<file path="src/numeric_format_converter_top_assert.svh">
// Assertion macros for the numeric format converter.
`ifndef NUMERIC_FORMAT_CONVERTER_TOP_ASSERT_SVH
`define NUMERIC_FORMAT_CONVERTER_TOP_ASSERT_SVH
// Implication checked on every clock edge outside reset.
`define NFC_ASSERT_IMP(lbl, clk, rst_n, a, c) \
    lbl: assert property (@(posedge clk) disable iff (!rst_n) (a) |-> (c)) \
        else $error("assertion failed");
// Next-cycle implication checked on every clock edge outside reset.
`define NFC_ASSERT_NXT(lbl, clk, rst_n, a, c) \
    lbl: assert property (@(posedge clk) disable iff (!rst_n) (a) |=> (c)) \
        else $error("assertion failed");
`endif

</file>
<file path="src/nfc_pkg.sv">
// Shared kinds, decode record and mask helper for the numeric format converter.
package nfc_pkg;
    localparam logic [2:0] KIND_I8  = 3'd0;
    localparam logic [2:0] KIND_I16 = 3'd1;
    localparam logic [2:0] KIND_I32 = 3'd2;
    localparam logic [2:0] KIND_F32 = 3'd3;
    localparam logic [2:0] KIND_F64 = 3'd4;

    typedef enum logic [1:0] {
        PATH_DIRECT = 2'd0,
        PATH_TO_FLT = 2'd1,
        PATH_TO_INT = 2'd2
    } t_path;

    // Decoded source, all values held as binary64 fields or a final word.
    typedef struct packed {
        t_path       path;
        logic [2:0]  dkind;
        logic        ovf;
        logic [63:0] direct;
        logic        sign;
        logic [10:0] exp;
        logic [52:0] sig;
        logic        is_zero;
        logic        is_inf;
        logic        is_nan;
        logic [51:0] frac;
    } t_dec;

    function automatic logic [63:0] kind_mask(input logic [2:0] k);
        logic [63:0] m;
        m = '1;
        unique case (k)
            KIND_I8:          m = 64'h0000_0000_0000_00FF;
            KIND_I16:         m = 64'h0000_0000_0000_FFFF;
            KIND_I32, KIND_F32: m = 64'h0000_0000_FFFF_FFFF;
            default:          m = '1;
        endcase
        return m;
    endfunction
endpackage

</file>
<file path="src/nfc_decode.sv">
// Stage 1: classify the request and unpack the source into binary64 fields.
module nfc_decode (
    input  logic                i_clk,
    input  logic                i_rst_n,
    input  logic                i_en,
    input  logic                i_valid,
    input  logic [63:0]         i_bits,
    input  logic [2:0]          i_skind,
    input  logic [2:0]          i_dkind,
    output logic                o_valid,
    output nfc_pkg::t_dec       o_dec
);
    import nfc_pkg::*;

    logic        r_valid;
    t_dec        r_dec, n_dec;
    logic [31:0] ival;
    logic [31:0] imag;
    logic [5:0]  lz;
    logic [4:0]  lzf;
    logic [22:0] fnorm;

    always_comb begin
        unique case (i_skind)
            KIND_I8:  ival = {{24{i_bits[7]}}, i_bits[7:0]};
            KIND_I16: ival = {{16{i_bits[15]}}, i_bits[15:0]};
            default:  ival = i_bits[31:0];
        endcase
        imag = ival[31] ? (~ival + 32'd1) : ival;
        lz = 6'd32;
        for (int k = 0; k < 32; k++) begin
            if (imag[k]) lz = 6'(31 - k);
        end
        lzf = 5'd23;
        for (int k = 0; k < 23; k++) begin
            if (i_bits[k]) lzf = 5'(22 - k);
        end
        fnorm = i_bits[22:0] << lzf;
    end

    always_comb begin
        n_dec         = '0;
        n_dec.dkind   = i_dkind;
        n_dec.path    = PATH_DIRECT;
        if (i_skind > KIND_F64 || i_dkind > KIND_F64) begin
            n_dec.ovf = 1'b1;
        end else if (i_skind == i_dkind) begin
            n_dec.direct = i_bits & kind_mask(i_dkind);
        end else begin
            n_dec.path = (i_dkind >= KIND_F32) ? PATH_TO_FLT : PATH_TO_INT;
            if (i_skind == KIND_F64) begin
                n_dec.sign    = i_bits[63];
                n_dec.is_nan  = (i_bits[62:52] == '1) && (i_bits[51:0] != '0);
                n_dec.is_inf  = (i_bits[62:52] == '1) && (i_bits[51:0] == '0);
                n_dec.is_zero = (i_bits[62:0] == '0);
                n_dec.exp     = i_bits[62:52];
                n_dec.sig     = {(i_bits[62:52] != '0), i_bits[51:0]};
                n_dec.frac    = i_bits[51:0];
            end else if (i_skind == KIND_F32) begin
                n_dec.sign    = i_bits[31];
                n_dec.is_nan  = (i_bits[30:23] == '1) && (i_bits[22:0] != '0);
                n_dec.is_inf  = (i_bits[30:23] == '1) && (i_bits[22:0] == '0);
                n_dec.is_zero = (i_bits[30:0] == '0);
                n_dec.frac    = {i_bits[22:0], 29'd0};
                if (i_bits[30:23] == '0) begin
                    // subnormal binary32 is a normal binary64
                    n_dec.exp  = 11'd896 - {6'd0, lzf};
                    n_dec.sig  = {fnorm, 30'd0};
                    n_dec.frac = n_dec.sig[51:0];
                end else begin
                    n_dec.exp = {3'd0, i_bits[30:23]} + 11'd896;
                    n_dec.sig = {1'b1, i_bits[22:0], 29'd0};
                end
                if (i_bits[30:23] == '1) n_dec.exp = '1;
                if (n_dec.is_nan) n_dec.frac[51] = 1'b1;
            end else begin
                n_dec.sign    = ival[31];
                n_dec.is_zero = (ival == '0);
                n_dec.exp     = 11'd1023 + 11'd31 - {5'd0, lz};
                n_dec.sig     = {imag << lz, 21'd0};
                n_dec.frac    = n_dec.sig[51:0];
            end
        end
    end

    always_ff @(posedge i_clk) begin
        if (!i_rst_n) begin
            r_valid <= 1'b0;
        end else if (i_en) begin
            r_valid <= i_valid;
        end
        if (i_en) r_dec <= n_dec;
    end

    assign o_valid = r_valid;
    assign o_dec   = r_dec;
endmodule

</file>
<file path="src/nfc_shift.sv">
// Stage 2: align the significand for integer truncation or binary32 rounding.
module nfc_shift (
    input  logic                i_clk,
    input  logic                i_rst_n,
    input  logic                i_en,
    input  logic                i_valid,
    input  nfc_pkg::t_dec       i_dec,
    output logic                o_valid,
    output nfc_pkg::t_dec       o_dec,
    output logic [31:0]         o_imag,
    output logic                o_ibig,
    output logic                o_ifrac,
    output logic [25:0]         o_fsig,
    output logic                o_fsticky,
    output logic [7:0]          o_fexp,
    output logic                o_fhuge
);
    import nfc_pkg::*;

    logic        r_valid;
    t_dec        r_dec;
    logic [31:0] r_imag, n_imag;
    logic        r_ibig, n_ibig;
    logic        r_ifrac, n_ifrac;
    logic [25:0] r_fsig, n_fsig;
    logic        r_fst, n_fst;
    logic [7:0]  r_fexp, n_fexp;
    logic        r_fhuge, n_fhuge;
    logic [10:0] ish;
    logic [11:0] ue;
    logic [11:0] rsh;
    logic [52:0] tmp;
    logic [52:0] lost;

    always_comb begin
        // integer: magnitude = sig >> (1075 - exp), only exp 1023..1054 matter
        n_ibig  = (i_dec.exp > 11'd1054);
        n_imag  = '0;
        n_ifrac = 1'b0;
        ish     = 11'd1075 - i_dec.exp;
        if (i_dec.exp >= 11'd1023 && !n_ibig) begin
            n_imag  = 32'(i_dec.sig >> ish);
            n_ifrac = ((i_dec.sig & ~({53{1'b1}} << ish)) != '0);
        end
        // binary32: keep 24 bits plus guard, rest sticky
        ue      = {1'b0, i_dec.exp};
        n_fhuge = (ue >= 12'd1151);
        n_fexp  = '0;
        rsh     = 12'd28;
        if (ue > 12'd896) begin
            n_fexp = 8'(ue - 12'd896);
        end else begin
            rsh = 12'd28 + (12'd897 - ue);
        end
        if (rsh > 12'd54) rsh = 12'd54;
        tmp   = i_dec.sig >> rsh;
        lost  = i_dec.sig & ~('1 << rsh);
        n_fsig = tmp[25:0];
        n_fst  = (lost != '0);
    end

    always_ff @(posedge i_clk) begin
        if (!i_rst_n) begin
            r_valid <= 1'b0;
        end else if (i_en) begin
            r_valid <= i_valid;
        end
        if (i_en) begin
            r_dec   <= i_dec;
            r_imag  <= n_imag;
            r_ibig  <= n_ibig;
            r_ifrac <= n_ifrac;
            r_fsig  <= n_fsig;
            r_fst   <= n_fst;
            r_fexp  <= n_fexp;
            r_fhuge <= n_fhuge;
        end
    end

    assign o_valid   = r_valid;
    assign o_dec     = r_dec;
    assign o_imag    = r_imag;
    assign o_ibig    = r_ibig;
    assign o_ifrac   = r_ifrac;
    assign o_fsig    = r_fsig;
    assign o_fsticky = r_fst;
    assign o_fexp    = r_fexp;
    assign o_fhuge   = r_fhuge;
endmodule

</file>
<file path="src/nfc_pack.sv">
// Stage 3: round, range-check and pack the destination word.
module nfc_pack (
    input  logic                i_clk,
    input  logic                i_rst_n,
    input  logic                i_en,
    input  logic                i_valid,
    input  nfc_pkg::t_dec       i_dec,
    input  logic [31:0]         i_imag,
    input  logic                i_ibig,
    input  logic                i_ifrac,
    input  logic [25:0]         i_fsig,
    input  logic                i_fsticky,
    input  logic [7:0]          i_fexp,
    input  logic                i_fhuge,
    output logic                o_valid,
    output logic [63:0]         o_bits,
    output logic                o_ovf
);
    import nfc_pkg::*;

    logic        r_valid;
    logic [63:0] r_bits, n_bits;
    logic        r_ovf, n_ovf;
    logic [32:0] sval;
    logic        fits;
    logic [24:0] rsig;
    logic        up;
    logic [8:0]  rexp;
    logic [31:0] f32;

    always_comb begin
        n_bits = '0;
        n_ovf  = 1'b0;
        sval   = i_dec.sign ? (~{1'b0, i_imag} + 33'd1) : {1'b0, i_imag};
        unique case (i_dec.dkind)
            KIND_I8:  fits = i_dec.sign ? (i_imag <= 32'd128) : (i_imag <= 32'd127);
            KIND_I16: fits = i_dec.sign ? (i_imag <= 32'd32768) : (i_imag <= 32'd32767);
            // a fraction beyond the 32-bit bound is out of range
            default:  fits = i_dec.sign
                ? (i_imag < 32'h8000_0000 || (i_imag == 32'h8000_0000 && !i_ifrac))
                : (i_imag < 32'h7FFF_FFFF || (i_imag == 32'h7FFF_FFFF && !i_ifrac));
        endcase
        up   = i_fsig[0] && (i_fsticky || i_fsig[1]);
        rsig = {1'b0, i_fsig[24:1]} + {24'd0, up};
        rexp = {1'b0, i_fexp};
        if (rsig[24]) begin
            rexp = rexp + 9'd1;
        end else if (i_fexp == '0 && rsig[23]) begin
            rexp = 9'd1;
        end
        if (i_dec.is_nan) begin
            f32 = {i_dec.sign, 8'hFF, 1'b1, i_dec.frac[50:29]};
        end else if (i_dec.is_inf || i_fhuge || rexp >= 9'd255) begin
            f32 = {i_dec.sign, 8'hFF, 23'd0};
        end else if (i_dec.is_zero) begin
            f32 = {i_dec.sign, 31'd0};
        end else begin
            f32 = {i_dec.sign, rexp[7:0], rsig[22:0]};
        end
        unique case (i_dec.path)
            PATH_DIRECT: begin
                n_bits = i_dec.direct;
                n_ovf  = i_dec.ovf;
            end
            PATH_TO_FLT: begin
                if (i_dec.dkind == KIND_F32) begin
                    n_bits = {32'd0, f32};
                end else begin
                    n_bits = {i_dec.sign, i_dec.exp, i_dec.frac};
                    if (i_dec.is_zero) n_bits = {i_dec.sign, 63'd0};
                end
            end
            default: begin
                if (i_dec.is_nan || i_dec.is_inf || i_ibig || !fits) begin
                    n_ovf = 1'b1;
                end else begin
                    n_bits = {{31{sval[32]}}, sval} & kind_mask(i_dec.dkind);
                end
            end
        endcase
    end

    always_ff @(posedge i_clk) begin
        if (!i_rst_n) begin
            r_valid <= 1'b0;
        end else if (i_en) begin
            r_valid <= i_valid;
        end
        if (i_en) begin
            r_bits <= n_bits;
            r_ovf  <= n_ovf;
        end
    end

    assign o_valid = r_valid;
    assign o_bits  = r_bits;
    assign o_ovf   = r_ovf;
endmodule

</file>
<file path="src/numeric_format_converter_top.sv">
// Top level of the numeric format converter.
//   channel  dir  handshake                 word
//   input    in   i_valid / o_stall         i_source_bits, i_source_kind, i_dest_kind
//   result   out  o_valid / i_stall         o_result_bits, o_overflow
// Three register stages: decode, align, round and pack.
// One word per cycle is accepted while the pipeline moves.
// A held output word stalls every stage, bubbles included.
// Synchronous active-low reset clears the stage valid bits.
module numeric_format_converter_top (
    input  logic        i_clk,
    input  logic        i_rst_n,
    input  logic        i_valid,
    output logic        o_stall,
    input  logic [63:0] i_source_bits,
    input  logic [2:0]  i_source_kind,
    input  logic [2:0]  i_dest_kind,
    output logic        o_valid,
    input  logic        i_stall,
    output logic [63:0] o_result_bits,
    output logic        o_overflow
);
    import nfc_pkg::*;
    `include "numeric_format_converter_top_assert.svh"

    logic        en;
    logic        v1, v2;
    t_dec        d1, d2;
    logic [31:0] imag;
    logic        ibig, ifrac, fst, fhuge;
    logic [25:0] fsig;
    logic [7:0]  fexp;

    // the pipe advances unless the output word is held
    assign en      = !(o_valid && i_stall);
    assign o_stall = !en;

    nfc_decode u_dec (
        .i_clk, .i_rst_n, .i_en(en), .i_valid,
        .i_bits(i_source_bits), .i_skind(i_source_kind), .i_dkind(i_dest_kind),
        .o_valid(v1), .o_dec(d1)
    );

    nfc_shift u_sh (
        .i_clk, .i_rst_n, .i_en(en), .i_valid(v1), .i_dec(d1),
        .o_valid(v2), .o_dec(d2), .o_imag(imag), .o_ibig(ibig), .o_ifrac(ifrac),
        .o_fsig(fsig), .o_fsticky(fst), .o_fexp(fexp), .o_fhuge(fhuge)
    );

    nfc_pack u_pk (
        .i_clk, .i_rst_n, .i_en(en), .i_valid(v2), .i_dec(d2),
        .i_imag(imag), .i_ibig(ibig), .i_ifrac(ifrac), .i_fsig(fsig), .i_fsticky(fst),
        .i_fexp(fexp), .i_fhuge(fhuge),
        .o_valid, .o_bits(o_result_bits), .o_ovf(o_overflow)
    );

    `NFC_ASSERT_IMP(a_ovf_zero, i_clk, i_rst_n, o_valid && o_overflow, o_result_bits == '0)
    `NFC_ASSERT_NXT(a_hold, i_clk, i_rst_n, o_valid && i_stall,
        o_valid && $stable(o_result_bits) && $stable(o_overflow))
    `NFC_ASSERT_NXT(a_fill, i_clk, i_rst_n, !o_stall && v2, o_valid)
endmodule

</file>
<file path="config.mk">
export PLATFORM = sky130hd
export DESIGN_NAME = numeric_format_converter_top
export DESIGN_NICKNAME = d
export VERILOG_FILES = /design/src/nfc_pkg.sv /design/src/nfc_decode.sv /design/src/nfc_shift.sv /design/src/nfc_pack.sv /design/src/numeric_format_converter_top.sv
export VERILOG_INCLUDE_DIRS = /design/src /design/src/src
export SDC_FILE = /design/constraint.sdc
export NUM_CORES = 2
export LEC_CHECK = 0
export BUFFER_PORTS_ARGS = -buffer_cell sky130_fd_sc_hd__buf_2
export CORE_MARGIN = 2
export CORE_UTILIZATION = 27
export DETAILED_ROUTE_END_ITERATION = 8
export GPL_TIMING_DRIVEN = 0
export PLACE_DENSITY = 0.51
export SYNTH_ARGS = -nofsm -noshare
export SYNTH_HDL_FRONTEND = slang
export SYNTH_HIERARCHICAL = 1
export SYNTH_SLANG_ARGS = --single-unit
export TNS_END_PERCENT = 100
</file>
<file path="constraint.sdc">
create_clock -name i_clk -period 25.3 [get_ports i_clk]
set_input_delay 2.53 -clock i_clk [delete_from_list [all_inputs] [get_ports i_clk]]
set_output_delay 2.53 -clock i_clk [all_outputs]
set_load 0.02 [all_outputs]
</file>
### Word-level counts from Yosys, hierarchy flattened

Cells that the tools add are included.

| word-level totals | value |
|---|---|
| register bits after elaboration | 464 |
| input bits | 74 |
| output and inout bits | 67 |

| cells by class | value |
|---|---|
| $add $sub $neg | 11 |
| order comparisons | 15 |
| equal/unequal tests | 15 |
| shift operators | 6 |
| muxes and demuxes | 91 |
| bitwise operators | 9 |
| reductions and logical operators | 43 |

Operators by type and width:

| cell | count |
|---|---|
| two-way mux 64 bit | 7 |
| case mux 64 bit (3 select lines) | 2 |
| two-way mux 6 bit | 32 |
| bitwise AND 64 bit | 2 |
| case mux 64 bit (2 select lines) | 1 |
| two-way mux 120 bit | 1 |
| bitwise AND 53 bit | 2 |
| NOT 53 bit | 2 |
| nonzero test 53 bit | 2 |
| two-way mux 52 bit | 2 |
| two-way mux 31 bit | 3 |
| two-way mux 5 bit | 16 |
| two-way mux 66 bit | 1 |
| case mux 32 bit (2 select lines) | 1 |
| logical NOT 63 bit | 1 |
| two-way mux 63 bit | 1 |
| left shift 53 x 11 -> 53 bit, first input constant | 1 |
| left shift 53 x 12 -> 53 bit, first input constant | 1 |
| right shift 53 x 11 -> 32 bit | 1 |
| right shift 53 x 12 -> 25 bit | 1 |
| logical NOT 52 bit | 1 |
| nonzero test 52 bit | 1 |
| adder 33 x 1 -> 33 bit, second input constant | 1 |
| two-way mux 33 bit | 1 |
| 59 further kinds | 106 |

### Longest topological paths before layout

| depth | value |
|---|---|
| word-level depth | 40 |
| mapped depth | 21 |
| depth with buffers taken out | 17 |

### By module

The synthesis kept the hierarchy.

Modules (own cells, without submodules):

| module | times used | cells each | area an instance (µm²) | sequential area each (µm²) |
|---|---|---|---|---|
| nfc_shift | 1 | 1547 | 16348.2 | 7827.5 |
| nfc_decode | 1 | 1386 | 11969.0 | 4194.0 |
| nfc_pack | 1 | 650 | 5640.4 | 1971.9 |
| numeric_format_converter_top | 1 | 2 | 10.0 | 0.0 |

### Worst setup path after synthesis

Ideal clock, no wire load.

| timing path | value |
|---|---|
| kind | in2reg |
| from | input port i_stall |
| to | register u_dec.r_dec (netlist bit u_dec/o_dec[100]) (enable) |
| setup time | 3.380 ns |
| arrival time | 10.129 ns |
| data required time | 21.920 ns |
| setup slack | 11.791 ns |
| stages on the path | 1 |
| path buffers | 0 |
| cell sequence | nand2_1 |

| between the ends | value |
|---|---|
| longest elaborated chain between the ends | 1 |

Ends and longest elaborated chain:

| item | RTL line | source |
|---|---|---|
| start, declared | numeric_format_converter_top.sv:18 | `input logic i_stall,` |
| logical AND 1 bit | numeric_format_converter_top.sv:34 | `assign en = !(o_valid && i_stall);` |
| end signal, assigned | nfc_decode.sv:92 | `if (i_en) r_dec <= n_dec;` |
| end, declared | nfc_decode.sv:16 | `t_dec r_dec, n_dec;` |

No other way between the ends.
A chain may end at the register's enable or synchronous reset.

### Worst setup path after layout

| timing path | value |
|---|---|
| from | input port i_source_bits[1] |
| to | register u_dec.r_dec (netlist bit u_dec/o_dec[118]), data pin |

| between the ends | value |
|---|---|
| longest elaborated chain between the ends | 38 |
| elaborated cells on any way between the ends | 63 |

Ends and longest elaborated chain:

| item | RTL line | source |
|---|---|---|
| start, declared | numeric_format_converter_top.sv:14 | `input logic [63:0] i_source_bits,` |
| case mux 32 bit (2 select lines) | nfc_decode.sv:24 | `unique case (i_skind)` |
| NOT 32 bit | nfc_decode.sv:29 | `imag = ival[31] ? (~ival + 32'd1) : ival;` |
| adder 32 x 1 -> 32 bit | nfc_decode.sv:29 |  |
| two-way mux 32 bit | nfc_decode.sv:29 |  |
| two-way mux 6 bit (31 in series) | nfc_decode.sv:32 | `if (imag[k]) lz = 6'(31 - k);` |
| subtractor 11 x 6 -> 11 bit | nfc_decode.sv:79 | `n_dec.exp = 11'd1023 + 11'd31 - {5'd0, lz};` |
| two-way mux 66 bit * | nfc_decode.sv:59 | `end else if (i_skind == KIND_F32) begin` |
| two-way mux 120 bit * | nfc_decode.sv:51 | `if (i_skind == KIND_F64) begin` |

Every way passes the cells marked *; elsewhere a longest branch is shown, timed or not.

==> impl_metrics.toml <==
[clocking]
cts-htree-levels = 2
path_clk_slew_ns = 0.06
cts_buffer_depth = 3
cts_inserted_buffers = 44
root_buffer = "clkbuf_16"
hold_buffers = 0
cts_sinks = 413
tritoncts = "built"
post_cts_buffers = 0
clock_latency_ns = 0.61
post_cts_resized = 0

[sta]
hold_viol_final = 0
rsz0062_at_grt = "false"
fmax_mhz = 114
worstMarginPinSlew_ns = 1.37
slew_violations = 0
finalClockSkew_ns = 0.0303
max_slew_margin_pct = 8.17
tns_ns = 0
fin_hold_ws_ns = 0.418
period_needed_ns = 8.81
period_share_pct = 34.8
setup_viol = 0

[placement]
numPortBuffers = 132
place_congestion = 1.02
dp_hpwl_um = 130000

[grt]
grt_pass1_vias = 31000
grt_usage_pct = 26.4
grt_start_max_net_pins = 71
grt_pass1_wl_um = 234000
grt_antenna_before_repair = 23
grt.overflow.total = 0

[critical_path]
path_class = "in -> reg"
end_kind = "register"
rr_startpoint = "u_dec/o_dec[110]$_SDFFCE_PP0P_"
ff2ff_setup_slack_ns = 18.65
cp-startpoint = "i_source_bits[1]"
cp.required_ns = 25.60
critical_path.endpoint = "u_dec/o_dec[118]$_SDFFCE_PP0P_"
ff2ff_path_depth = 15
timing.rr.end = "u_sh/o_fsticky$_DFFE_PP_"
arrival_ns = 9.11
critPathMaxFanout = 10
start_kind = "input port"

[hold_path]
hold_class = "reg -> reg"

[power]
p_per_area_mw_per_mm2 = 65.8
max-vdd-ir-drop_uv = 53.6
p_leak_nw = 13.5

[cells_and_area]
syn2layout_area_growth_pct = 14.0
drive_gt1_share_pct = 12.5
nets = 3802

[synthesis]
synth_area_mm2 = 0.0323
yosys_warnings = 6
synthCells = 3528
syn_nets = 3616
avgSynthCellArea_um2 = 9.16

[floorplan]
dieArea_mm2 = 0.123
die_w_um = 350
die_h_um = 350
initial_core_util_pct = 27.3
num_rows = 126
ioPinCount = 141
core_area_mm2 = 0.118

[run_status]
status = "completed"

[routing]
drt-initial-drc-count = 4881
firstDrtPassIters = 8
vias = 32800
avgRoutedWirePerCell_um = 31.4
ant_nets = 0
via_per_inst = 6.12
drc = 0
routed_wl_um = 168000

[run]
max_cap_viol_count = 0
## sequential cells by signal, summed over array words and instances (netlist names), 8 cells and up
name / flops
u_dec/o_dec: 139
u_sh/o_dec: 137
u_pk/o_bits: 64
u_sh/o_imag: 32
u_sh/o_fsig: 25
u_sh/o_fexp: 8
## area by class of cell
type,count,area (um2)
Inverter,49,186
Multi-Input combinational cell,2708,18100
Clock inverter,35,519
Fill cell,12500,81600
Buffer,358,1710
Antenna cell,5,12.5
Timing Repair Buffer,140,861
Clock buffer,46,1110
Sequential cell,413,12400
Tap cell,1600,2000
## routing by layer
metal | global-route usage, % | routed length (um) | up-vias
li1 | - | - | 14000
met5 | 0 | 163 | -
met2 | 42.4 | 76200 | 2167
met4 | 13.1 | 10100 | 26
met3 | 4.98 | 14800 | 548
met1 | 34.0 | 67100 | 16000
## worst max-delay path: stages
cell and delay, ns:
buf_2 0.11, clkbuf_1 0.32, inv_1 0.34, ha_1 0.35
nor3b_1 0.80, nand2_1 0.33, o41ai_1 0.89, o21ai_0 0.38
nand2_1 0.15, a311o_1 0.17, nand2_1 0.05, nand3_1 0.15
nand2b_1 0.14, inv_1 0.20, clkbuf_1 0.53, clkbuf_1 0.49
ha_1 0.35, a31oi_1 0.10, o21ai_0 0.48, o21a_1 0.18
nor2_1 0.05
## power breakdown
group	total, mW	internal (mW)	switching, mW
combinational	0.830	0.244	0.587
clock	0.733	0.438	0.295
sequential	0.860	0.807	0.0529
total	2.42	1.49	0.935
## cells in the final DEF (no fill, tap or decap), types with 21 or more instances in the layout
master / count
or4_1: 23
nor2b_1: 25
mux2_2: 41
buf_1: 28
o211ai_1: 47
o21ai_0: 211
nand4_1: 45
nand2_1: 293
nor2_1: 269
nand2b_1: 21
nor4_1: 48
clkbuf_16: 44
xor2_1: 44
edfxtp_1: 410
buf_4: 58
o21a_1: 26
xnor2_1: 50
nor3_1: 103
mux4_2: 23
o22ai_1: 26
clkbuf_1: 229
a22oi_1: 83
a211o_1: 24
buf_2: 161
a21oi_1: 228
a31oi_1: 74
a221oi_1: 26
mux2i_1: 222
o31ai_1: 40
and3_1: 63
and2_1: 82
nand3_1: 82
inv_1: 47
a211oi_1: 82
or3_1: 41
## worst min path at each step
stage	slack, ns	cells past startpoint	startpoint	endpoint
after floorplan	0.40	0	u_dec/o_dec[119]$_SDFFCE_PP0P_	u_sh/o_dec[119]$_DFFE_PP_
after global placement	0.40	0	u_dec/o_dec[54]$_SDFFCE_PP0P_	u_sh/o_dec[54]$_DFFE_PP_
after detailed placement	0.40	0	u_dec/o_dec[119]$_SDFFCE_PP0P_	u_sh/o_dec[119]$_DFFE_PP_
after CTS	0.42	0	u_dec/o_dec[146]$_SDFFCE_PP0P_	u_sh/o_dec[146]$_DFFE_PP_
after global routing	0.42	0	u_dec/o_dec[146]$_SDFFCE_PP0P_	u_sh/o_dec[146]$_DFFE_PP_
final	0.42	0	u_dec/o_dec[146]$_SDFFCE_PP0P_	u_sh/o_dec[146]$_DFFE_PP_
## stage by stage
step | std cells | setup slack (ns) | area (um2) | util, % | power, mW
finish | 5354 | 16.49 | 36800 | 31.1 | 2.42
detailed placement | 5268 | 16.26 | 35200 | 29.7 | 1.66
global route | 5351 | 16.12 | 36800 | 31.1 | 2.49
global placement | 5260 | 8.60 | 35000 | 29.6 | 1.68
floorplan | 3528 | 13.02 | 32300 | - | 1.34
CTS | 5349 | 16.86 | 36800 | 31.1 | 2.40
Note: power is estimated with default switching activity, not from simulation.
